--- config.mk ---
export PLATFORM = sky130hd
export DESIGN_NAME = dm1_fault_report_framer_flat
export DESIGN_NICKNAME = d
export VERILOG_FILES = /design/src/design/dm1frm_pkg.sv /design/src/design/dm1frm_if.sv /design/src/design/dm1_fault_report_framer.sv /design/src/flat_wrapper.sv
export VERILOG_INCLUDE_DIRS = /design/src /design/src/design
export SDC_FILE = /design/constraint.sdc
export NUM_CORES = 1
export LEC_CHECK = 0
export BUFFER_PORTS_ARGS = -buffer_cell sky130_fd_sc_hd__buf_4
export CAP_MARGIN = 20
export CORE_MARGIN = 4
export CORE_UTILIZATION = 31
export CTS_BUF_LIST = sky130_fd_sc_hd__clkbuf_8
export DETAILED_ROUTE_END_ITERATION = 10
export PLACE_DENSITY_LB_ADDON = 0.1
export SLEW_MARGIN = 30
export SYNTH_ARGS = -nofsm -noshare
export SYNTH_HDL_FRONTEND = slang
export SYNTH_SLANG_ARGS = --single-unit
export TNS_END_PERCENT = 20
--- constraint.sdc ---
create_clock -name clk -period 4.85 [get_ports clk]
set_input_delay 0.485 -clock clk [delete_from_list [all_inputs] [get_ports clk]]
set_output_delay 0.485 -clock clk [all_outputs]
set_load 0.03 [all_outputs]
--- src/design/dm1_fault_report_framer_assert.svh ---
// Assertion macros for the DM1 fault report framer.
// Used by the top level; expects clk and rst_n in scope.
`ifndef DM1_FAULT_REPORT_FRAMER_ASSERT_SVH
`define DM1_FAULT_REPORT_FRAMER_ASSERT_SVH

// Same-cycle implication, checked out of reset
`define DM1FRM_ASSERT_IMP(lbl, ante, cons) \
  lbl: assert property (@(posedge clk) disable iff (!rst_n) (ante) |-> (cons)) \
    else $error("dm1 framer: same-cycle check failed");

// Next-cycle implication, checked out of reset
`define DM1FRM_ASSERT_NXT(lbl, ante, cons) \
  lbl: assert property (@(posedge clk) disable iff (!rst_n) (ante) |=> (cons)) \
    else $error("dm1 framer: next-cycle check failed");

`endif

--- src/design/dm1frm_pkg.sv ---
// Shared types, constants and fault table for the DM1 fault report framer.
// No dependencies; imported by the top level and the testbench.
`timescale 1ns / 1ps
`default_nettype none

package dm1frm_pkg;

  localparam int FIXED_ENTRIES     = 24;
  localparam int TABLE_ENTRIES_DEF = 24;

  // Frame kinds on the result channel
  localparam logic [1:0] KIND_SINGLE   = 2'd0;
  localparam logic [1:0] KIND_ANNOUNCE = 2'd1;
  localparam logic [1:0] KIND_DATA     = 2'd2;

  // Fixed byte values
  localparam logic [15:0] SPN_RED_A  = 16'h1388;
  localparam logic [15:0] SPN_RED_B  = 16'h1389;
  localparam logic [7:0]  LAMP_RED   = 8'hD3;
  localparam logic [7:0]  LAMP_AMBER = 8'hC7;
  localparam logic [7:0]  LAMP_NONE  = 8'hC3;
  localparam logic [7:0]  BAM_CTRL   = 8'h20;
  localparam logic [7:0]  PGN_LO     = 8'hCA;
  localparam logic [7:0]  PGN_MID    = 8'hFE;
  localparam logic [7:0]  PAD_BYTE   = 8'hFF;
  localparam logic [7:0]  OCC_ONE    = 8'h01;
  localparam logic [4:0]  FMI_MASK   = 5'h1F;
  localparam logic [2:0]  SPN_TOP_MASK = 3'h7;

  // Where a data frame byte comes from
  typedef enum logic [1:0] {
    SRC_LAMP = 2'd0,
    SRC_PAD  = 2'd1,
    SRC_MEM  = 2'd2
  } byte_src_t;

  // Sequencer states, one-hot
  typedef enum logic [4:0] {
    ST_IDLE = 5'b00001,
    ST_SCAN = 5'b00010,
    ST_HEAD = 5'b00100,
    ST_FILL = 5'b01000,
    ST_SEND = 5'b10000
  } state_t;

  // SPN of each table entry
  function automatic logic [15:0] spn_of(input logic [4:0] e);
    logic [15:0] s;
    unique case (e)
      5'd0:  s = 16'h1388;
      5'd1:  s = 16'h138A;
      5'd2:  s = 16'h138D;
      5'd3:  s = 16'h138E;
      5'd4:  s = 16'h1390;
      5'd5:  s = 16'h1391;
      5'd6:  s = 16'h1393;
      5'd7:  s = 16'h1394;
      5'd8:  s = 16'h13BA;
      5'd9:  s = 16'h13BB;
      5'd10: s = 16'h13BC;
      5'd11: s = 16'h13BD;
      5'd12: s = 16'h13BE;
      5'd13: s = 16'h13BE;
      5'd14: s = 16'h13BE;
      5'd15: s = 16'h13BF;
      5'd16: s = 16'h13BF;
      5'd17: s = 16'h13BF;
      5'd18: s = 16'h13C0;
      5'd19: s = 16'h13C0;
      5'd20: s = 16'h13C0;
      5'd21: s = 16'h13C1;
      5'd22: s = 16'h13C1;
      5'd23: s = 16'h13C1;
      default: s = 16'h0000;
    endcase
    return s;
  endfunction

  // Failure mode of each table entry
  function automatic logic [4:0] fmi_of(input logic [4:0] e);
    logic [4:0] f;
    unique case (e)
      5'd0:  f = 5'h9;
      5'd1:  f = 5'hD;
      5'd2:  f = 5'h5;
      5'd3:  f = 5'h6;
      5'd4:  f = 5'h5;
      5'd5:  f = 5'h6;
      5'd6:  f = 5'h5;
      5'd7:  f = 5'h6;
      5'd8:  f = 5'h6;
      5'd9:  f = 5'h2;
      5'd10: f = 5'h6;
      5'd11: f = 5'h6;
      5'd12: f = 5'h6;
      5'd13: f = 5'h9;
      5'd14: f = 5'h2;
      5'd15: f = 5'h6;
      5'd16: f = 5'h9;
      5'd17: f = 5'h2;
      5'd18: f = 5'h6;
      5'd19: f = 5'h9;
      5'd20: f = 5'h2;
      5'd21: f = 5'h6;
      5'd22: f = 5'h9;
      5'd23: f = 5'h2;
      default: f = 5'h0;
    endcase
    return f;
  endfunction

  // Link faults light the red stop lamp
  function automatic logic is_red(input logic [4:0] e);
    logic [15:0] s;
    s = spn_of(e);
    return (s == SPN_RED_A) || (s == SPN_RED_B);
  endfunction

  // Four report bytes of one entry, byte 0 in the low lane:
  // SPN low, SPN middle, SPN top bits with FMI, occurrence count
  function automatic logic [31:0] fault_record(input logic [4:0] e);
    logic [15:0] s;
    logic [7:0]  hi;
    s  = spn_of(e);
    // SPN values are 16 bits wide, so the top field is always zero
    hi = {3'b000 & SPN_TOP_MASK, fmi_of(e) & FMI_MASK};
    return {OCC_ONE, hi, s[15:8], s[7:0]};
  endfunction

  // ceil(total / 7) for total up to 98, by reciprocal multiply
  function automatic logic [3:0] bam_packets(input logic [6:0] total);
    logic [6:0]  biased;
    logic [14:0] prod;
    biased = total + 7'd6;
    prod   = 15'(biased) * 15'd147;
    return prod[13:10];
  endfunction

endpackage

`default_nettype wire

--- src/design/dm1frm_if.sv ---
// Valid/ready channel interfaces for the DM1 fault report framer.
// Depends on nothing but the port widths of the fault mask and frame bytes.
`timescale 1ns / 1ps
`default_nettype none

interface dm1frm_in_if;
  logic        valid;
  logic        ready;
  logic [31:0] fault_mask;

  modport source (output valid, output fault_mask, input ready);
  modport sink   (input valid, input fault_mask, output ready);
endinterface

interface dm1frm_out_if;
  logic       valid;
  logic       ready;
  logic [1:0] frame_kind;
  logic [7:0] byte0;
  logic [7:0] byte1;
  logic [7:0] byte2;
  logic [7:0] byte3;
  logic [7:0] byte4;
  logic [7:0] byte5;
  logic [7:0] byte6;
  logic [7:0] byte7;
  logic       last_frame;

  modport source (output valid, output frame_kind, output byte0, output byte1,
                  output byte2, output byte3, output byte4, output byte5,
                  output byte6, output byte7, output last_frame, input ready);
  modport sink   (input valid, input frame_kind, input byte0, input byte1,
                  input byte2, input byte3, input byte4, input byte5,
                  input byte6, input byte7, input last_frame, output ready);
endinterface

`default_nettype wire

--- src/design/dm1_fault_report_framer.sv ---
// DM1 fault report framer: fault mask in, 8-byte CAN frames out.
// Depends on dm1frm_pkg, dm1frm_if and dm1_fault_report_framer_assert.svh.
//
//   channel   | direction | payload                              | handshake
//   in_chan   | in        | fault_mask[31:0]                     | valid/ready
//   out_chan  | out       | frame_kind, byte0..byte7, last_frame | valid/ready
//
// The idle state takes a mask; the scan then reads one table entry per cycle
// (LIVE, 24 by default) and writes each listed fault's record into the report
// memory; the head state builds the first frame, and every frame is held in the
// send state until it transfers. A data frame is built in the fill state: seven
// word reads plus the last capture.
// Reset is synchronous and clears the control registers only; memory is not swept.
// A stalled result holds the sequencer in the send state; no mask is taken
// until the last frame of a run transfers.
`timescale 1ns / 1ps
`default_nettype none

`include "dm1_fault_report_framer_assert.svh"

module dm1_fault_report_framer
  import dm1frm_pkg::*;
#(
  parameter int TABLE_ENTRIES = TABLE_ENTRIES_DEF
) (
  input  wire            clk,
  input  wire            rst_n,
  dm1frm_in_if.sink      in_chan,
  dm1frm_out_if.source   out_chan
);

  localparam int LIVE = (TABLE_ENTRIES > FIXED_ENTRIES) ? FIXED_ENTRIES : TABLE_ENTRIES;
  localparam int WAW  = (LIVE > 1) ? $clog2(LIVE) : 1;
  localparam logic [4:0] SCAN_LAST = 5'(LIVE - 1);

  // Report memory: one 4-byte record per listed fault
  logic [31:0] mem [LIVE];
  logic [31:0] mem_q_r;
  logic            mem_we;
  logic [WAW-1:0]  mem_wa;
  logic [WAW-1:0]  rd_addr;

  state_t      state_r, state_nxt;
  logic [31:0] mask_r, mask_nxt;
  logic [4:0]  scan_r, scan_nxt;
  logic [4:0]  count_r, count_nxt;     // listed fault count
  logic [4:0]  first_r, first_nxt;
  logic        red_r, red_nxt;
  logic [6:0]  total_r, total_nxt;
  logic [6:0]  base_r, base_nxt;
  logic [3:0]  seq_r, seq_nxt;         // frame sequence
  logic [2:0]  j_r, j_nxt;

  // Read pipeline stage
  logic        rd_vld_r, rd_vld_nxt;
  byte_src_t   rd_src_r, rd_src_nxt;
  logic [1:0]  rd_sel_r, rd_sel_nxt;
  logic [2:0]  rd_pos_r, rd_pos_nxt;

  // Output register
  logic [1:0]  out_kind_r, out_kind_nxt;
  logic [7:0]  out_b_r [8];
  logic [7:0]  out_b_nxt [8];
  logic        out_last_r, out_last_nxt;

  logic        hit;
  logic [6:0]  idx;
  logic [6:0]  off;
  logic [6:0]  total_w;
  logic [7:0]  byte_w;
  logic [7:0]  mem_byte;
  logic [31:0] rec_first;
  logic [6:0]  base_end;

  assign hit      = mask_r[scan_r];
  assign idx      = base_r + {4'b0000, j_r};
  assign off      = idx - 7'd2;
  assign total_w  = {count_r, 2'b00} + 7'd2;
  assign rec_first = fault_record(first_r);
  assign base_end = base_r + 7'd7;

  assign mem_we = (state_r == ST_SCAN) && hit;
  assign mem_wa = WAW'(count_r);

  // Pick the byte lane of the registered word
  always_comb begin
    unique case (rd_sel_r)
      2'd0: mem_byte = mem_q_r[7:0];
      2'd1: mem_byte = mem_q_r[15:8];
      2'd2: mem_byte = mem_q_r[23:16];
      2'd3: mem_byte = mem_q_r[31:24];
      default: mem_byte = PAD_BYTE;
    endcase
  end

  always_comb begin
    unique case (rd_src_r)
      SRC_LAMP: byte_w = red_r ? LAMP_RED : LAMP_AMBER;
      SRC_MEM:  byte_w = mem_byte;
      default:  byte_w = PAD_BYTE;
    endcase
  end

  // Classify the message byte at idx and address the memory
  always_comb begin
    rd_sel_nxt = off[1:0];
    rd_pos_nxt = j_r;
    rd_vld_nxt = (state_r == ST_FILL) && (j_r != 3'd7);
    rd_addr    = '0;
    priority if (idx == 7'd0) begin
      rd_src_nxt = SRC_LAMP;
    end else if (idx == 7'd1 || idx >= total_r) begin
      rd_src_nxt = SRC_PAD;
    end else begin
      rd_src_nxt = SRC_MEM;
      rd_addr    = WAW'(off[6:2]);
    end
  end

  // Sequencer
  always_comb begin
    state_nxt    = state_r;
    mask_nxt     = mask_r;
    scan_nxt     = scan_r;
    count_nxt    = count_r;
    first_nxt    = first_r;
    red_nxt      = red_r;
    total_nxt    = total_r;
    base_nxt     = base_r;
    seq_nxt      = seq_r;
    j_nxt        = j_r;
    out_kind_nxt = out_kind_r;
    out_last_nxt = out_last_r;
    for (int b = 0; b < 8; b++) begin
      out_b_nxt[b] = out_b_r[b];
    end

    unique case (state_r)
      ST_IDLE: begin
        // Take a mask; a zero mask gives nothing
        if (in_chan.valid && in_chan.fault_mask != 32'd0) begin
          mask_nxt  = in_chan.fault_mask;
          scan_nxt  = '0;
          count_nxt = '0;
          first_nxt = '0;
          red_nxt   = 1'b0;
          state_nxt = ST_SCAN;
        end
      end

      ST_SCAN: begin
        // Count listed faults; the record write happens alongside
        if (hit) begin
          count_nxt = count_r + 5'd1;
          red_nxt   = red_r | is_red(scan_r);
          if (count_r == 5'd0) begin
            first_nxt = scan_r;
          end
        end
        scan_nxt = scan_r + 5'd1;
        if (scan_r == SCAN_LAST) begin
          state_nxt = ST_HEAD;
        end
      end

      ST_HEAD: begin
        // Build the no-fault, single or announce frame
        total_nxt = total_w;
        base_nxt  = '0;
        seq_nxt   = '0;
        priority if (count_r == 5'd0) begin
          out_kind_nxt = KIND_SINGLE;
          out_last_nxt = 1'b1;
          out_b_nxt[0] = LAMP_NONE;
          out_b_nxt[1] = PAD_BYTE;
          out_b_nxt[2] = 8'h00;
          out_b_nxt[3] = 8'h00;
          out_b_nxt[4] = 8'h00;
          out_b_nxt[5] = 8'h00;
          out_b_nxt[6] = PAD_BYTE;
          out_b_nxt[7] = PAD_BYTE;
        end else if (count_r == 5'd1) begin
          out_kind_nxt = KIND_SINGLE;
          out_last_nxt = 1'b1;
          out_b_nxt[0] = is_red(first_r) ? LAMP_RED : LAMP_AMBER;
          out_b_nxt[1] = PAD_BYTE;
          out_b_nxt[2] = rec_first[7:0];
          out_b_nxt[3] = rec_first[15:8];
          out_b_nxt[4] = rec_first[23:16];
          out_b_nxt[5] = rec_first[31:24];
          out_b_nxt[6] = PAD_BYTE;
          out_b_nxt[7] = PAD_BYTE;
        end else begin
          out_kind_nxt = KIND_ANNOUNCE;
          out_last_nxt = 1'b0;
          out_b_nxt[0] = BAM_CTRL;
          out_b_nxt[1] = {1'b0, total_w};
          out_b_nxt[2] = 8'h00;
          out_b_nxt[3] = {4'h0, bam_packets(total_w)};
          out_b_nxt[4] = PAD_BYTE;
          out_b_nxt[5] = PGN_LO;
          out_b_nxt[6] = PGN_MID;
          out_b_nxt[7] = 8'h00;
        end
        state_nxt = ST_SEND;
      end

      ST_SEND: begin
        // Hold the frame until transfer, then finish or start the next one
        if (out_chan.ready) begin
          if (out_last_r) begin
            state_nxt = ST_IDLE;
          end else begin
            if (out_kind_r == KIND_DATA) begin
              base_nxt = base_end;
            end
            seq_nxt      = seq_r + 4'd1;
            out_b_nxt[0] = {4'h0, seq_r + 4'd1};
            j_nxt        = '0;
            state_nxt    = ST_FILL;
          end
        end
      end

      ST_FILL: begin
        // Drop each returned byte into its lane
        if (rd_vld_r) begin
          out_b_nxt[3'(rd_pos_r + 3'd1)] = byte_w;
        end
        j_nxt = j_r + 3'd1;
        if (j_r == 3'd7) begin
          out_kind_nxt = KIND_DATA;
          out_last_nxt = (base_end >= total_r);
          state_nxt    = ST_SEND;
        end
      end

      default: state_nxt = ST_IDLE;
    endcase
  end

  // Control registers
  always_ff @(posedge clk) begin
    if (!rst_n) begin
      state_r  <= ST_IDLE;
      count_r  <= '0;
      seq_r    <= '0;
      rd_vld_r <= 1'b0;
    end else begin
      state_r  <= state_nxt;
      count_r  <= count_nxt;
      seq_r    <= seq_nxt;
      rd_vld_r <= rd_vld_nxt;
    end
  end

  // Payload and working registers
  always_ff @(posedge clk) begin
    mask_r     <= mask_nxt;
    scan_r     <= scan_nxt;
    first_r    <= first_nxt;
    red_r      <= red_nxt;
    total_r    <= total_nxt;
    base_r     <= base_nxt;
    j_r        <= j_nxt;
    rd_src_r   <= rd_src_nxt;
    rd_sel_r   <= rd_sel_nxt;
    rd_pos_r   <= rd_pos_nxt;
    out_kind_r <= out_kind_nxt;
    out_last_r <= out_last_nxt;
    for (int b = 0; b < 8; b++) begin
      out_b_r[b] <= out_b_nxt[b];
    end
  end

  // Report memory: write during scan, registered read during fill
  always_ff @(posedge clk) begin
    if (mem_we) begin
      mem[mem_wa] <= fault_record(scan_r);
    end
    mem_q_r <= mem[rd_addr];
  end

  // Ports
  assign in_chan.ready       = (state_r == ST_IDLE);
  assign out_chan.valid      = (state_r == ST_SEND);
  assign out_chan.frame_kind = out_kind_r;
  assign out_chan.byte0      = out_b_r[0];
  assign out_chan.byte1      = out_b_r[1];
  assign out_chan.byte2      = out_b_r[2];
  assign out_chan.byte3      = out_b_r[3];
  assign out_chan.byte4      = out_b_r[4];
  assign out_chan.byte5      = out_b_r[5];
  assign out_chan.byte6      = out_b_r[6];
  assign out_chan.byte7      = out_b_r[7];
  assign out_chan.last_frame = out_last_r;

  // Checks
  `DM1FRM_ASSERT_IMP(a_no_take_while_sending, out_chan.valid, !in_chan.ready)
  `DM1FRM_ASSERT_IMP(a_count_in_table, state_r == ST_HEAD, count_r <= 5'(LIVE))
  `DM1FRM_ASSERT_NXT(a_last_ends_run, out_chan.valid && out_chan.ready && out_last_r, state_r == ST_IDLE)
  `DM1FRM_ASSERT_IMP(a_fill_numbered, state_r == ST_FILL, seq_r != 4'd0 && count_r >= 5'd2)

endmodule

`default_nettype wire

--- src/flat_wrapper.sv ---
// flat-port wrapper written by rule: the top's interface ports become plain ports
module dm1_fault_report_framer_flat import dm1frm_pkg::*;
#(
  parameter int TABLE_ENTRIES = TABLE_ENTRIES_DEF
)
  (clk, rst_n, in_chan_valid, in_chan_fault_mask, in_chan_ready, out_chan_valid, out_chan_frame_kind, out_chan_byte0, out_chan_byte1, out_chan_byte2, out_chan_byte3, out_chan_byte4, out_chan_byte5, out_chan_byte6, out_chan_byte7, out_chan_last_frame, out_chan_ready);
  dm1frm_in_if in_chan_i ();
  dm1frm_out_if out_chan_i ();
  input  wire clk;
  input  wire rst_n;
  input wire logic [$bits(in_chan_i.valid)-1:0] in_chan_valid;
  input wire logic [$bits(in_chan_i.fault_mask)-1:0] in_chan_fault_mask;
  output wire logic [$bits(in_chan_i.ready)-1:0] in_chan_ready;
  output wire logic [$bits(out_chan_i.valid)-1:0] out_chan_valid;
  output wire logic [$bits(out_chan_i.frame_kind)-1:0] out_chan_frame_kind;
  output wire logic [$bits(out_chan_i.byte0)-1:0] out_chan_byte0;
  output wire logic [$bits(out_chan_i.byte1)-1:0] out_chan_byte1;
  output wire logic [$bits(out_chan_i.byte2)-1:0] out_chan_byte2;
  output wire logic [$bits(out_chan_i.byte3)-1:0] out_chan_byte3;
  output wire logic [$bits(out_chan_i.byte4)-1:0] out_chan_byte4;
  output wire logic [$bits(out_chan_i.byte5)-1:0] out_chan_byte5;
  output wire logic [$bits(out_chan_i.byte6)-1:0] out_chan_byte6;
  output wire logic [$bits(out_chan_i.byte7)-1:0] out_chan_byte7;
  output wire logic [$bits(out_chan_i.last_frame)-1:0] out_chan_last_frame;
  input wire logic [$bits(out_chan_i.ready)-1:0] out_chan_ready;
  assign in_chan_i.valid = in_chan_valid;
  assign in_chan_i.fault_mask = in_chan_fault_mask;
  assign in_chan_ready = in_chan_i.ready;
  assign out_chan_valid = out_chan_i.valid;
  assign out_chan_frame_kind = out_chan_i.frame_kind;
  assign out_chan_byte0 = out_chan_i.byte0;
  assign out_chan_byte1 = out_chan_i.byte1;
  assign out_chan_byte2 = out_chan_i.byte2;
  assign out_chan_byte3 = out_chan_i.byte3;
  assign out_chan_byte4 = out_chan_i.byte4;
  assign out_chan_byte5 = out_chan_i.byte5;
  assign out_chan_byte6 = out_chan_i.byte6;
  assign out_chan_byte7 = out_chan_i.byte7;
  assign out_chan_last_frame = out_chan_i.last_frame;
  assign out_chan_i.ready = out_chan_ready;
  dm1_fault_report_framer #(.TABLE_ENTRIES(TABLE_ENTRIES)) u_core (.clk(clk), .rst_n(rst_n), .in_chan(in_chan_i), .out_chan(out_chan_i));
endmodule
# ---- Yosys cells after proc, flatten, opt, wreduce, memory -nomap -nowiden
# Memory sizes are Yosys's and may differ from the RTL's. A register that Yosys moved wholly into a read port is not among the register bits.
# Index checks and enable logic that the tools add are counted.
dict set report totals {
  mem_count 8
  ramBits 568
  latch_bits 0
  romBits 1664
  wordCells 163
  register_bits 117
}
# name depth width read_ports rd_ports_with_merged_regs write_ports line_no
set memory_table {}
lappend memory_table {u_core.mem 24 21 1 1 1 dm1_fault_report_framer.sv:37} ;# logic [31:0] mem [LIVE];
lappend memory_table {{(name not given)} 32 11 1 1 0 dm1frm_pkg.sv:49} ;# unique case (e)
lappend memory_table {{(name not given)} 32 11 1 1 0 dm1frm_pkg.sv:49}
lappend memory_table {{(name not given)} 32 11 1 1 0 dm1frm_pkg.sv:49}
lappend memory_table {{(name not given)} 32 11 1 1 0 dm1frm_pkg.sv:49}
lappend memory_table {{(name not given)} 32 4 1 1 0 dm1frm_pkg.sv:82} ;# unique case (e)
lappend memory_table {{2 more memories} n/a n/a n/a n/a n/a n/a}
dict set report classes {
  n_eq_ne 27
  bitwise 2
  n_shift 0
  n_mul 1
  n_reduce_logical 25
  add_sub_neg 10
  n_div 0
  order_cmp 5
  n_mux 68
}
# op n
set ops {}
lappend ops {{64-bit two-way mux} 3}
lappend ops {{56-bit case mux with 2 select lines} 1}
lappend ops {{16-bit two-way mux} 6}
lappend ops {{5-bit two-way mux} 19}
lappend ops {{64-bit bitwise mux} 1}
lappend ops {{16-bit by 13-bit equality test with 1-bit output, second input constant} 4}
lappend ops {{8-bit case mux with 4 select lines} 1}
lappend ops {{32-bit nonzero test} 1}
lappend ops {{5-bit case mux with 2 select lines} 3}
lappend ops {{5-bit case mux with 5 select lines} 1}
lappend ops {{8-bit demux with 3-bit select} 1}
lappend ops {{8-bit two-way mux} 3}
lappend ops {{8-bit case mux with 3 select lines} 1}
lappend ops {{7-bit two-way mux} 3}
lappend ops {{8-bit case mux with 2 select lines} 1}
lappend ops {{7-bit by 3-bit adder with 7-bit output, second input constant} 2}
lappend ops {{7-bit greater-or-equal comparator} 2}
lappend ops {{7-bit by 8-bit multiplier with 14-bit output, second input constant} 1}
lappend ops {{7-bit case mux with 2 select lines} 1}
lappend ops {{4-bit two-way mux} 3}
lappend ops {{4-bit AND reduction} 3}
lappend ops {{5-bit by 1-bit adder with 5-bit output, second input constant} 2}
lappend ops {{5-bit by 1-bit equality test with 1-bit output, second input constant} 2}
lappend ops {{5-bit equality test, second input constant} 2}
lappend ops {{36 further kinds} 71}

# ---- Depth between registers and ports, before layout
# Gate-level depths: netlist (run 1).
dict set report depth {
  depth_word 10
  depth_mapped 19
  ltp_nobuf 17
}

# ---- Worst setup path after synthesis (run 1)
# No wires, ideal clock.
dict set report synth_path {
  path_kind {reg-to-reg}
  startpoint {register u_core.base_r[0]}
  endpoint {register u_core.mem_q_r[12], read port of u_core.mem}
  slack_ns 1.007
  setup_ns 0.087
  path_stages_with_launch 17
  t_arrival_ns 3.756
  path_buffers 1
  path_cell_list {edfxtp_1 -> ha_1 -> inv_1 -> fa_1 -> nand2b_1 -> a21o_1 -> xor2_1 -> inv_1 -> ha_1 -> nor3_1 -> a31oi_1 -> a311oi_2 -> clkbuf_1 -> a22oi_1 -> a221oi_2 -> a211oi_1 -> o31ai_1}
}
dict set report synth_via {
  elab_chain_cells 5
  word_cells_on_any_way 8
}
# element line_no
set synth_lines {}
lappend synth_lines {{start: declaration} dm1_fault_report_framer.sv:50} ;# logic [6:0] base_r, base_nxt;
lappend synth_lines {{start signal: assignment} dm1_fault_report_framer.sv:264} ;# base_r <= base_nxt;
lappend synth_lines {{7-bit by 3-bit adder with 7-bit output *} dm1_fault_report_framer.sv:76} ;# assign idx = base_r + {4'b0000, j_r};
lappend synth_lines {{7-bit greater-or-equal comparator or 7-bit by 1-bit equality test with 1-bit output (tied branches)} dm1_fault_report_framer.sv:112} ;# end else if (idx == 7'd1 || idx >= total_r) begin
lappend synth_lines {{1-bit logical OR} dm1_fault_report_framer.sv:112}
lappend synth_lines {{5-bit two-way mux} dm1_fault_report_framer.sv:112}
lappend synth_lines {{5-bit two-way mux *} dm1_fault_report_framer.sv:110} ;# priority if (idx == 7'd0) begin
lappend synth_lines {{end: declaration} dm1_fault_report_framer.sv:38} ;# logic [31:0] mem_q_r;
# Mark *: on every way between the ends. The rest lies on a longest branch, timed or not.
# A chain may end at the register's enable or synchronous reset.

# ---- Worst setup path in the final report (run 1)
dict set report layout_path {
  startpoint {register u_core.base_r[0]}
  endpoint {register u_core.mem_q_r[16], read port of u_core.mem}
}
# The elaborated chain is that of the path after synthesis.

==> results.md, run 1 <==
- The launch point of the worst path is u_core.base_r[0].
- The data arrival at the endpoint of the critical path is 5.04 ns.
- The max-slew headroom at the worst pin is 34.89%.
- Adding up every negative setup slack in the final design gives 0 ns.
- The flow ran to the end, and the final reports show no timing, DRC or antenna violations.
- The total routing usage reported by global routing is 17.05%.
- The final worst slack is 0.3399 ns.
- The period utilization is 92.99%.
- The count of TritonRoute iterations in the first routing pass is 5.
- The required time of the critical path is 5.38 ns.
- The most instantiated flip-flop cell in the synthesis netlist is edfxtp_1.
- The clock slew at the register clock pins of the worst setup and hold paths is 0.06 ns.
- The number of global-route vias before repair is 14659.
- The number of enable flip-flop cells after synthesis is 413.
- The worst hold path endpoint is u_core.state_r[0].
- Measured along the y axis, the die boundary spans 269.2 um.
- The maximum level of the CTS H-tree is 3.
- The Yosys step of the flow raised 0 warnings.
- The total via count after detailed routing is 14316.
- The post-detailed-route via-to-cell ratio is 5.178.
- The number of DRC violations after detailed-routing iteration 0 is 1094.
- The class of the tightest hold or removal check is input port to flip-flop.
- The mean routed wirelength per cell is 22.84 um.
- The post-synthesis to final-layout area growth is 19.28%.
- Sequential elements use 64.11% of the synthesized area.
- The number of filler instances in the final layout is 6488.
- The clock tree from TritonCTS is done.
- The net switching power is 2615 uW.
- The count of final max-slew check failures was 0.
- The logic depth of the worst register-to-register path is 17.
- Input and output buffers added on the ports amount to 104.
- The number of CTS-inserted buffers is 86.
- The core region is 67400 um^2.
- The maximum number of buffers from clock root to sink is 3.
- The total DRC errors in the routed layout is 0.
- The maximum number of pins on one net before global-route repair is 49.
- The multi-input combinational cells in the finished layout cover a total of 7133 um^2.
- The number of antenna violations at the first check in global routing was 1.
- For this block, the routed nets add up to 63.15 mm of wire.
- The startpoint identified for the worst hold timing path is rst_n.
- The element type at the critical path start is a flip-flop.
- Internal power comes to 7000 uW.
- Yosys mapped the design onto 92 distinct sky130hd cell types.
- Net switching is 27.20% of the power.
- In this run the critical register-to-register path is launched from u_core.base_r[0].
- Pin placement for this block handled 105 I/O pins.
- The final-report setup violation count is 0.
- Routability-driven placement finished with a final weighted congestion of 0.8234.
- The die covers 72490 um^2.
- The share of total power dissipated in the clock network is 37.0%.
- Before CTS, the worst setup slack after placement is 0.3451 ns.
- The element type at the critical path end is a flip-flop.
- The critical path in this run is classified as flip-flop to flip-flop.
- The fraction of layout instances using a drive strength above 1 is 18.30%.
- VDD sags by at most 0.1699 mV.
- The die is 269.2 um wide.
- The total half-perimeter wirelength after legalization and detailed placement is 42.09 mm.
- The CTS root buffer is clkbuf_8.
- The highest net fanout along the worst path is 40.
- For this run, the top clock speed supported by timing is 221.7 MHz.
- Setup repair after global routing left no endpoint under its margin.
- The final number of hold-violating endpoints came to 0.
- Of the total power, registers draw 52.4%.
- For the pin with the worst max-slew slack, the measured transition is 0.9721 ns.
- The combinational cell fraction of total power is 10.6%.
- The leakage power total is 0.009228 uW.
- The register bit total from synthesis is 471.
- Each instance of the synthesized netlist takes up on average 13.12 um^2.
- The async set-reset flop share out of synthesis is 0%.
- The cell area after synthesis is 21160 um^2.
- The design draws 9615 uW.
- Synthesis handed over a netlist of 1613 instances.
- The total nets after synthesis is 1708.
- The worst register-to-register path has a setup slack of 0.34 ns.
- The floorplan row count is 95.
- The tool flagged a number of max-cap violations equal to 0.
- For the worst-skew pair, the clock arrives at the later sink with an insertion delay of 0.66 ns.
- The setup clock skew after layout is 0.03506 ns.
- Dividing total power by cell area gives a power density of 381.0 nW/um^2.
- The total overflow reported by the global router is 0.
- Once the floorplan was initialized, standard cells occupied 31.39% of the core.
- The final critical-path required period is 4.510 ns.
- The CTS sink count is 471.
- In this run the critical register-to-register path is captured at u_core.mem_q_r[16].
- The count of cells along the worst hold path is 2.
- Buffers added to address setup during post-CTS repair amount to 0.
- The net count of the finished layout is 1915.
- The antenna violation net count after detailed routing is 0.
- The first-pass GRT wire length is 94.74 mm.
- In the final layout, flip-flops and latches occupy 13570 um^2.
[area by class of cell]
type	count	share of cell area, %
sequential	471	53.77
multi-input combinational	1011	28.27
timing repair buffer	205	6.580
clock buffer	91	4.963
tap	873	4.329
clock inverter	68	1.403
inverter	45	0.6793
antenna	1	0.009917
[sequential cells by signal (all words and copies together) (netlist names), named ones only]
name and cells:
u_core.base_r 7, u_core.count_r 5, u_core.first_r 5, u_core.j_r 3, u_core.mask_r 32, u_core.mem 288, u_core.mem_q_r 12, u_core.out_b_r 64
u_core.out_chan.frame_kind 2, u_core.out_chan.last_frame 1, u_core.rd_pos_r 3, u_core.rd_sel_r 2, u_core.rd_src_r 2, u_core.rd_vld_r 1, u_core.rec_first 12, u_core.red_r 1
u_core.scan_r 5, u_core.seq_r 4, u_core.state_r 5, u_core.total_r 5
[synth_stat cells (all sizes together) (23+ instances only)]
| cell | count | area, um^2 |
|---|---|---|
| a22oi | 23 | 172.7 |
| inv | 45 | 168.9 |
| nand3 | 32 | 165.2 |
| nor3 | 32 | 160.2 |
| a21oi | 92 | 464.2 |
| o22ai | 25 | 156.4 |
| clkbuf | 53 | 198.9 |
| nor2 | 103 | 389.1 |
| buf | 33 | 196.4 |
| nand2 | 119 | 449.2 |
| mux2i | 85 | 850.8 |
| a221oi | 24 | 241.5 |
| o21ai | 92 | 464.2 |
| ha | 57 | 713.2 |
| edfxtp | 413 | 12400 |
| a211oi | 34 | 260.3 |
| dfxtp | 58 | 1161 |
[how the worst max path moves through the flow]
| stage | to | slack (ns) | cells past startpoint |
|---|---|---|---|
| detailed placement | u_core.mem_q_r[19] | 0.35 | 17 |
| global placement | u_core.mem_q_r[4] | 0.39 | 17 |
| floorplan | u_core.mem_q_r[12] | 1.01 | 16 |
| CTS | u_core.mem_q_r[12] | 0.30 | 17 |
| finish | u_core.mem_q_r[16] | 0.34 | 17 |
| global route | u_core.mem_q_r[1] | 0.002 | 17 |
[metal layers]
layer / wire length, um / track usage (%) / vias up
met5: 0 / 0 / -
met4: 1832 / 5.783 / 0
met3: 2745 / 2.614 / 102
met2: 29550 / 27.45 / 370
met1: 29020 / 23.65 / 7163
li1: - / - / 6681
[critical path, cell delays in order (launching register included)]
cell	delay, ns
edfxtp_1	0.42
ha_1	0.21
inv_1	0.07
fa_1	0.47
nand2b_1	0.20
a21o_1	0.19
xor2_1	0.15
inv_1	0.29
ha_1	0.30
o21a_1	0.10
nor2_1	0.13
a31o_2	0.25
o31ai_4	0.15
nor2_4	0.15
buf_12	0.26
mux4_1	0.40
a211oi_1	0.44
o22ai_1	0.14
[through the flow]
| stage | std cells | hold WS, ns | util (%) | cell area [um^2] |
|---|---|---|---|---|
| after CTS | 2764 | 0.07084 | 37.40 | 25200 |
| after global placement | 2573 | 0.4223 | 34.52 | 23270 |
| after global routing | 2765 | 0.09559 | 37.44 | 25230 |
| after detailed placement | 2573 | 0.4472 | 34.54 | 23280 |
| after floorplan | 1613 | 0.3830 | - | 21160 |
| final | 2765 | 0.1337 | 37.44 | 25230 |
[power groups by stage]
stage | Clock, uW | Combinational, uW | Sequential [uW]
floorplan | 0 | 489 | 5100
global placement | 0 | 1010 | 5120
detailed placement | 0 | 1010 | 5130
CTS | 3680 | 1030 | 5040
global route | 3860 | 1120 | 5060
finish | 3560 | 1020 | 5040
[logic make-up after synthesis]
group,synth area share [%]
DFF,64.11
muxes,5.370
and+or+nand+nor,9.085
xor gates and xnor gates,1.449
buffers and inverters,2.667
AOI/OAI and AO/OA,13.76
adders and majority gates,3.560
[repair_timing]
action,4_1_cts,5_1_grt
setup endpoints to repair,0,10
gates resized for setup,0,7
endpoints found under the hold margin,32,0
hold buffers,32,0
[placed cells by master, fill, tap and decap left out, types with 13 or more instances in the layout]
cell type / netlist / routed
nor2b_1: 14 / 14
o21ai_0: 84 / 83
nor3_1: 32 / 28
a211oi_1: 33 / 32
inv_1: 43 / 75
clkbuf_8: 0 / 91
o211ai_1: 15 / 15
nand2b_1: 18 / 18
nand3_1: 31 / 31
xor2_1: 13 / 13
nor2_1: 102 / 100
and2_1: 21 / 21
o22ai_1: 25 / 25
dlygate4sd3_1: 0 / 32
xnor2_1: 15 / 14
ha_1: 57 / 56
a311oi_1: 13 / 13
dfxtp_1: 58 / 54
buf_4: 8 / 169
mux2i_1: 85 / 85
a22oi_1: 23 / 23
nand2_1: 118 / 118
clkinv_1: 0 / 18
edfxtp_1: 413 / 413
a21oi_1: 91 / 91
a221oi_1: 19 / 18
nor4_1: 18 / 18
No activity file was read; power rests on OpenSTA's default activity.
==> run 2: changes to the inputs <==
--- a/config.mk
+++ b/config.mk
@@ -6,6 +6,7 @@
 export SDC_FILE = /design/constraint.sdc
 export NUM_CORES = 1
 export LEC_CHECK = 0
+export ABC_AREA = 1
 export BUFFER_PORTS_ARGS = -buffer_cell sky130_fd_sc_hd__buf_4
 export CAP_MARGIN = 20
 export CORE_MARGIN = 4
==> results.md, run 2 <==
- The final weighted congestion of routability-driven global placement is 0.8167 (was 0.8234).
- The count of TritonRoute iterations in the first routing pass is 5 (unchanged).
- The internal power contribution is 7125 uW (was 7000 uW).
- The data arrival at the endpoint of the critical path is 4.97 ns (was 5.04 ns).
- The count of port buffers added during placement was 104 (unchanged).
- The sequential cell area is 13570 um^2 (about the same).
- Outcome: complete, no violations (unchanged).
- Commonest non-fill, non-tap cells in the layout: 413 x edfxtp_1, 375 x nand2_1, 285 x inv_1 (was 413 x edfxtp_1, 169 x buf_4, 118 x nand2_1).
- The placed instance count is 3106 (was 2573).
- The async set-reset flop share out of synthesis is 0% (unchanged).
- The final number of hold-violating endpoints is 0 (unchanged).
- The power per cell area is 374.1 nW/um^2 (was 381.0 nW/um^2).
- The slew at the pin with the worst max-slew slack is 0.8890 ns (was 0.9721 ns).
- The final standard cell count with taps included and fillers excluded is 3298 (was 2765).
- The number of CTS-inserted buffers is 89 (was 86).
- The total of max-cap violations is 0 (unchanged).
- The number of global-route vias before repair is 15769 (was 14659).
- The total nets after synthesis was 2190 (was 1708).
- The count of final max-slew check failures is 0 (unchanged).
- The fraction of layout instances using a drive strength above 1 is 15.66% (was 18.30%).
- The antenna violation net count after detailed routing was 0 (unchanged).
- The final critical-path required period is 4.352 ns (was 4.510 ns).
- The cell area after synthesis is 21820 um^2 (was 21160 um^2).
- The element type at the critical path start is a flip-flop (unchanged).
- The largest family of logic cells by synthesized area is simple AND/OR/NAND/NOR gates (was compound AO/OA/AOI/OAI gates).
- The cts-stage hold buffer count came to 32 (unchanged).
- The element type at the critical path end is a flip-flop (unchanged).
- The final-report setup violation count is 0 (unchanged).
- The required time of the critical path is 5.47 ns (was 5.38 ns).
- The number of filler instances in the final layout is 7087 (was 6488).
- The clock insertion delay at the later pin of the skew report is 0.68 ns (was 0.66 ns).
- The net switching power is 2550 uW (was 2615 uW).
- The number of library cell types mapped by synthesis is 61 (was 92).
- The floorplan row count was 97 (was 95).
- The post-synthesis share of cell area spent on and, or, nand and nor gates is 20.29% (was 9.084%).
- The post-cts repair resize count is 0 (unchanged).
- The most instantiated library cell after synthesis is edfxtp_1 (unchanged).
- The achievable frequency came to 229.8 MHz (was 221.7 MHz).
- The die span in x is 273.3 um (was 269.2 um).
- The post-synthesis to final-layout area growth was 18.54% (was 19.28%).
- The total routing usage reported by global routing came to 17.68% (was 17.05%).
- The setup clock skew after layout was 0.03181 ns (was 0.03506 ns).
- The first-pass GRT wire length is 100.3 mm (was 94.74 mm).
- The fraction of synthesized area in multiplexers is 0% (was 5.370%).
- The clock slew at the register clock pins of the worst setup and hold paths is 0.06 ns (about the same).
- The total DRC errors in the routed layout is 0 (unchanged).
- The cell taking the most area after synthesis is edfxtp_1 (unchanged).
- The most instantiated flip-flop cell in the synthesis netlist is edfxtp_1 (unchanged).
- The maximum number of buffers from clock root to sink was 3 (unchanged).
- The category of the critical setup timing path is flip-flop to flip-flop (unchanged).
- The total overflow reported by the global router is 0 (unchanged).
- Ranking of synthesized cells by area: edfxtp_1 57%, nand2_1 6.5%, nand3_1 5.4% (was edfxtp_1 59%, dfxtp_1 5.5%, mux2i_1 4.0%).
- The mean area per synthesized cell came to 10.41 um^2 (was 13.12 um^2).
- The synthesized netlist cell count is 2095 (was 1613).
- The maximum vdd drop came to 0.1936 mV (was 0.1699 mV).
- The leakage power total is 0.01061 uW (was 0.009228 uW).
- The core occupancy in the finished layout was 37.00% (was 37.44%).
- The class of the tightest hold or removal check is input port to flip-flop (unchanged).
- The CTS root buffer is clkbuf_8 (unchanged).
- The Yosys warning count is 0 (unchanged).
- The I/O pin count was 105 (unchanged).
- The commonest non-fill, non-tap cell in the layout is edfxtp_1 (unchanged).
- The multi-input combinational cell area is 6743 um^2 (was 7133 um^2).
- The mean routed wirelength per cell came to 20.27 um (was 22.84 um).
- The compound-gate portion of the synthesized area is 6.360% (was 13.76%).
- The proportion of total power due to net switching came to 26.36% (was 27.20%).
- The sequential cell area fraction in the yosys report is 62.16% (was 64.11%).
- The period utilization is 89.73% (was 92.99%).
- The die span in y is 273.3 um (was 269.2 um).
- The maximum number of pins on one net before global-route repair was 134 (was 49).
- The standard cell core area came to 69910 um^2 (was 67400 um^2).
- The number of antenna violations at the first check in global routing was 2 (was 1).
- The adder-cell share of the synthesized area is 3.452% (was 3.560%).
- Most frequent cells after synthesis: 413 x edfxtp_1, 376 x nand2_1, 263 x inv_1 (was 413 x edfxtp_1, 118 x nand2_1, 102 x nor2_1).
- The maximum level of the CTS H-tree came to 3 (unchanged).
- The number of DRC violations after detailed-routing iteration 0 is 1361 (was 1094).
- The xor/xnor cell area share of the yosys netlist is 0.6365% (was 1.449%).
- The total via count after detailed routing is 15897 (was 14316).
- The initial standard-cell utilization of the core is 31.21% (was 31.39%).
- The number of flip-flops under the largest register name is 288 (unchanged).
- The area share of the largest cell type after synthesis was 56.84% (was 58.62%).
- Registers with the most flip-flops: u_core.mem: 288 flops, u_core.out_b_r: 64 flops, u_core.mask_r: 32 flops (unchanged).
- The setup TNS is 0 ns (unchanged).
- The post-detailed-route via-to-cell ratio is 4.820 (was 5.178).
- The buffer count from post-CTS setup fixing came to 0 (unchanged).
- The aggregate routed wire length is 66.86 mm (was 63.15 mm).
- The max-slew headroom at the worst pin is 40.73% (was 34.89%).
- The combinational cell fraction of total power was 9.2% (was 10.6%).
- The number of nets in the finished design is 2384 (was 1915).
- The sequential fraction of design power is 50.8% (was 52.4%).
- The register bit total from synthesis is 471 (unchanged).
- The register with the most flip-flops is u_core.mem (unchanged).
- The total half-perimeter wirelength after legalization and detailed placement is 42.85 mm (was 42.09 mm).
- Setup repair after global routing missed its margin: no (unchanged).
- The highest net fanout along the worst path is 63 (was 40).
- The die area came to 74690 um^2 (was 72490 um^2).
- The number of enable flip-flop cells after synthesis is 413 (unchanged).
- The clock tree from TritonCTS is done (unchanged).
- The CTS sink count came to 471 (unchanged).
- The clock group share of total power is 40.0% (was 37.0%).
==> run 2: final cells by class <==
| cell class | count | area share [%] |
|---|---|---|
| Sequential cell | 471 | 52.45 |
| Multi-Input combinational cell | 1257 | 26.07 |
| Timing Repair Buffer | 189 | 6.037 |
| Inverter | 281 | 4.098 |
| Clock inverter | 60 | 1.563 |
| Clock buffer | 98 | 5.215 |
| Tap cell | 940 | 4.547 |
| Antenna cell | 2 | 0.01935 |
==> run 2: stage by stage <==
| stage | power, uW | setup WS, ns | instance area, um^2 | hold WS [ns] |
|---|---|---|---|---|
| finish | 9675 | 0.4982 | 25860 | 0.08007 |
| floorplan | 5424 | 1.361 | 21820 | 0.3830 |
| global placement | 5883 | 0.5588 | 23770 | 0.4224 |
| CTS | 9810 | 0.5204 | 25860 | 0.004716 |
| detailed placement | 5889 | 0.5498 | 23780 | 0.4420 |
| global route | 10120 | 0.1611 | 25860 | 0.03438 |
==> run 2: power by group through the flow <==
stage                     sequential (uW)  combinational, uW  clock, uW
final                                4920                892       3870
after global routing                 4940                998       4180
after CTS                            4920                905       3980
after detailed placement             5010                883          0
after global placement               5000                882          0
after floorplan                      5010                418          0
==> run 2: cell families (layout without fill, tap and decap cells) <==
family	Yosys count	after routing
simple gates	973	973
flops	471	471
buf+inv	367	628
compound gates	210	210
fa+ha+maj	59	59
xor+xnor	15	15
other cells	0	2
==> run 2: critical path, stage by stage, from the launching register on <==
cell	delay (ns)
edfxtp_1	0.40
ha_1	0.20
inv_1	0.07
fa_1	0.44
inv_1	0.09
nand3_1	0.09
nand2_1	0.12
nand3_1	0.07
nand2_1	0.13
inv_1	0.08
ha_1	0.32
a21oi_1	0.15
o21ai_0	0.16
a21oi_4	0.36
nand3b_4	0.39
buf_12	0.36
nor2_1	0.13
nand2_1	0.08
nand3_1	0.10
nand3_1	0.21
nand2_1	0.18
nand2_1	0.08
nand2_1	0.06
==> run 2: worst paths after layout <==
check | depth (start not counted) | from | endpoint | slack (ns)
hold / removal | 2 | rst_n | u_core.state_r[0] | 0.08
setup / recovery | 22 | u_core.j_r[0] | u_core.mem_q_r[2] | 0.50
hold reg to reg | 0 | u_core.j_r[0] | u_core.rd_pos_r[0] | 0.45
setup reg to reg | 22 | u_core.j_r[0] | u_core.mem_q_r[2] | 0.50
==> run 2: metal layers <==
layer,wire [um],vias up,global-route usage [%]
met1,31530,7777,25.33
met4,1364,0,4.833
met3,3528,95,3.103
li1,-,7586,-
met2,30440,439,27.67
met5,0,-,0
==> run 3: changes to the inputs <==
--- a/config.mk
+++ b/config.mk
@@ -6,10 +6,9 @@
 export SDC_FILE = /design/constraint.sdc
 export NUM_CORES = 1
 export LEC_CHECK = 0
-export ABC_AREA = 1
 export BUFFER_PORTS_ARGS = -buffer_cell sky130_fd_sc_hd__buf_4
 export CAP_MARGIN = 20
-export CORE_MARGIN = 4
+export CORE_MARGIN = 1.5
 export CORE_UTILIZATION = 31
 export CTS_BUF_LIST = sky130_fd_sc_hd__clkbuf_8
 export DETAILED_ROUTE_END_ITERATION = 10
==> results.md, run 3 (synthesis results as in run 1) <==
- Outcome: complete, no violations (unchanged).
- The count of TritonRoute iterations in the first routing pass is 5 (unchanged).
- The final weighted congestion of routability-driven global placement is 0.8052 (was 0.8167).
- The antenna violation net count after detailed routing is 0 (unchanged).
- The commonest non-fill, non-tap cell in the layout was edfxtp_1 (unchanged).
- The slack of the worst reg-to-reg path is 0.38 ns (was 0.50 ns).
- Registers with the most flip-flops: u_core.mem: 288 flops, u_core.out_b_r: 64 flops, u_core.mask_r: 32 flops (unchanged).
- The number of DRC violations after detailed-routing iteration 0 came to 962 (was 1361).
- The total routing usage reported by global routing is 17.75% (was 17.68%).
- The clock tree from TritonCTS is done (unchanged).
- The fraction of layout instances using a drive strength above 1 came to 18.41% (was 15.66%).
- The element type at the critical path end was a flip-flop (unchanged).
- The category of the critical setup timing path is flip-flop to flip-flop (unchanged).
- The maximum number of pins on one net before global-route repair is 78 (was 134).
- The final-report setup violation count is 0 (unchanged).
- The setup clock skew after layout is 0.03338 ns (was 0.03181 ns).
- The total half-perimeter wirelength after legalization and detailed placement is 41.44 mm (was 42.85 mm).
- The highest net fanout along the worst path is 10 (was 63).
- The final critical-path required period is 4.475 ns (was 4.352 ns).
- The number of CTS-inserted buffers is 86 (was 89).
- The final number of hold-violating endpoints is 0 (unchanged).
- The total via count after detailed routing is 14265 (was 15897).
- The uppermost layer routed was met4 (unchanged).
- The final worst slack is 0.3752 ns (was 0.4982 ns).
- The I/O pin count is 105 (unchanged).
- The die span in y was 264.2 um (was 273.3 um).
- The die area is 69820 um^2 (was 74690 um^2).
- The worst hold slack is 0.1478 ns (was 0.08007 ns).
- The required time of the critical path is 5.37 ns (was 5.47 ns).
- The clock slew at the register clock pins of the worst setup and hold paths is 0.06 ns (about the same).
- The achievable frequency is 223.5 MHz (was 229.8 MHz).
- The die span in x came to 264.2 um (was 273.3 um).
- The CTS root buffer is clkbuf_8 (unchanged).
- The clock insertion delay at the later pin of the skew report was 0.66 ns (was 0.68 ns).
- The post-detailed-route via-to-cell ratio is 5.170 (was 4.820).
- The mean routed wirelength per cell was 22.62 um (was 20.27 um).
- The CTS sink count is 471 (unchanged).
- The routed length on met2 came to 28.54 mm (was 30.44 mm).
- The class of the tightest hold or removal check is input port to flip-flop (unchanged).
- The met1 wire length is 28.73 mm (was 31.53 mm).
- The maximum number of buffers from clock root to sink was 3 (unchanged).
- The met3 wire length is 3.371 mm (was 3.528 mm).
- The core occupancy in the finished layout is 37.34% (was 37.00%).
- The number of nets in the finished design came to 1907 (was 2384).
- The standard cell core area is 67400 um^2 (was 69910 um^2).
- The initial standard-cell utilization of the core came to 31.39% (was 31.21%).
- The maximum level of the CTS H-tree is 3 (unchanged).
- The first-pass GRT wire length is 92.78 mm (was 100.3 mm).
- The post-synthesis to final-layout area growth is 18.97% (was 18.54%).
- The total DRC errors in the routed layout came to 0 (unchanged).
- The element type at the critical path start is a flip-flop (unchanged).
- The period utilization is 92.26% (was 89.73%).
- The maximum vdd drop was 0.1958 mV (was 0.1936 mV).
- The number of antenna violations at the first check in global routing was 1 (was 2).
- The total of max-cap violations is 0 (unchanged).
- The number of global-route vias before repair is 14339 (was 15769).
- The setup TNS is 0 ns (unchanged).
- The data arrival at the endpoint of the critical path was 5.00 ns (was 4.97 ns).
- The aggregate routed wire length is 62.41 mm (was 66.86 mm).
- The number of flip-flops under the largest register name is 288 (unchanged).
- The leakage power total is 0.009184 uW (was 0.01061 uW).
- The total overflow reported by the global router is 0 (unchanged).
- The max-slew headroom at the worst pin is 31.69% (was 40.73%).
- The power per cell area is 378.6 nW/um^2 (was 374.1 nW/um^2).
- The count of port buffers added during placement is 104 (unchanged).
- The slew at the pin with the worst max-slew slack is 1.021 ns (was 0.8890 ns).
- The count of final max-slew check failures was 0 (unchanged).
- The buffer count from post-CTS setup fixing was 0 (unchanged).
- Commonest non-fill, non-tap cells in the layout: 413 x edfxtp_1, 160 x buf_4, 117 x nand2_1 (was 413 x edfxtp_1, 375 x nand2_1, 285 x inv_1).
- The floorplan row count is 95 (was 97).
- The worst slack after detailed placement is 0.2018 ns (was 0.5498 ns).
- The register with the most flip-flops is u_core.mem (unchanged).
run 3: timing repair:
action                                  in CTS  in global routing
endpoints found under the setup margin       0                 10
gates resized for setup                      0                  9
hold buffers                                32                  0
endpoints found under the hold margin       32                  0
run 3: per-layer routing:
metal	vias up	global-route usage (%)
li1	6661	-
met1	7080	24.64
met2	424	27.66
met3	100	3.235
met4	0	6.508
met5	-	0
run 3: layout make-up:
class,instances,area [um^2]
clock inverters,66,280.3
well taps,873,1092
repair buffers,197,1608
flip-flops and latches,471,13570
multi-input cells,1011,7137
inverters,45,168.9
diodes,1,2.502
fillers,6486,42230
clock buffers,95,1308
run 3: worst paths after layout:
check                                 startpoint                 end  depth (start not counted)
worst max-delay path            u_core.base_r[0]  u_core.mem_q_r[18]                         16
worst min-delay path                       rst_n   u_core.state_r[0]                          2
worst max register to register  u_core.base_r[0]  u_core.mem_q_r[18]                         16
worst min register to register     u_core.j_r[0]  u_core.rd_pos_r[0]                          0
run 3: per-stage QoR:
step	std cells	instance area, um^2	total power [uW]
final	2759	25170	9530
after global routing	2759	25170	9963
after CTS	2758	25130	9667
after detailed placement	2565	23220	6104
after global placement	2565	23210	6095
after floorplan	1613	21160	5593
run 3: power by group:
group / total [uW] / internal [uW] / switching [uW] / leakage, uW
Clock: 3500 / 1800 / 1700 / 0.000936
Sequential: 5160 / 4850 / 314 / 0.00425
Combinational: 863 / 282 / 581 / 0.00400
Total: 9530 / 6930 / 2600 / 0.00918
run 3: critical path: stages (launching register included):
cell	delay (ns)
edfxtp_1	0.43
ha_1	0.22
inv_1	0.07
fa_1	0.48
nand2b_1	0.21
a21o_1	0.20
xor2_1	0.15
inv_1	0.28
ha_1	0.30
o21a_1	0.11
nor2_1	0.12
a31o_2	0.24
o31ai_4	0.13
nor2_4	0.40
mux4_1	0.43
a211oi_1	0.42
o22ai_1	0.14
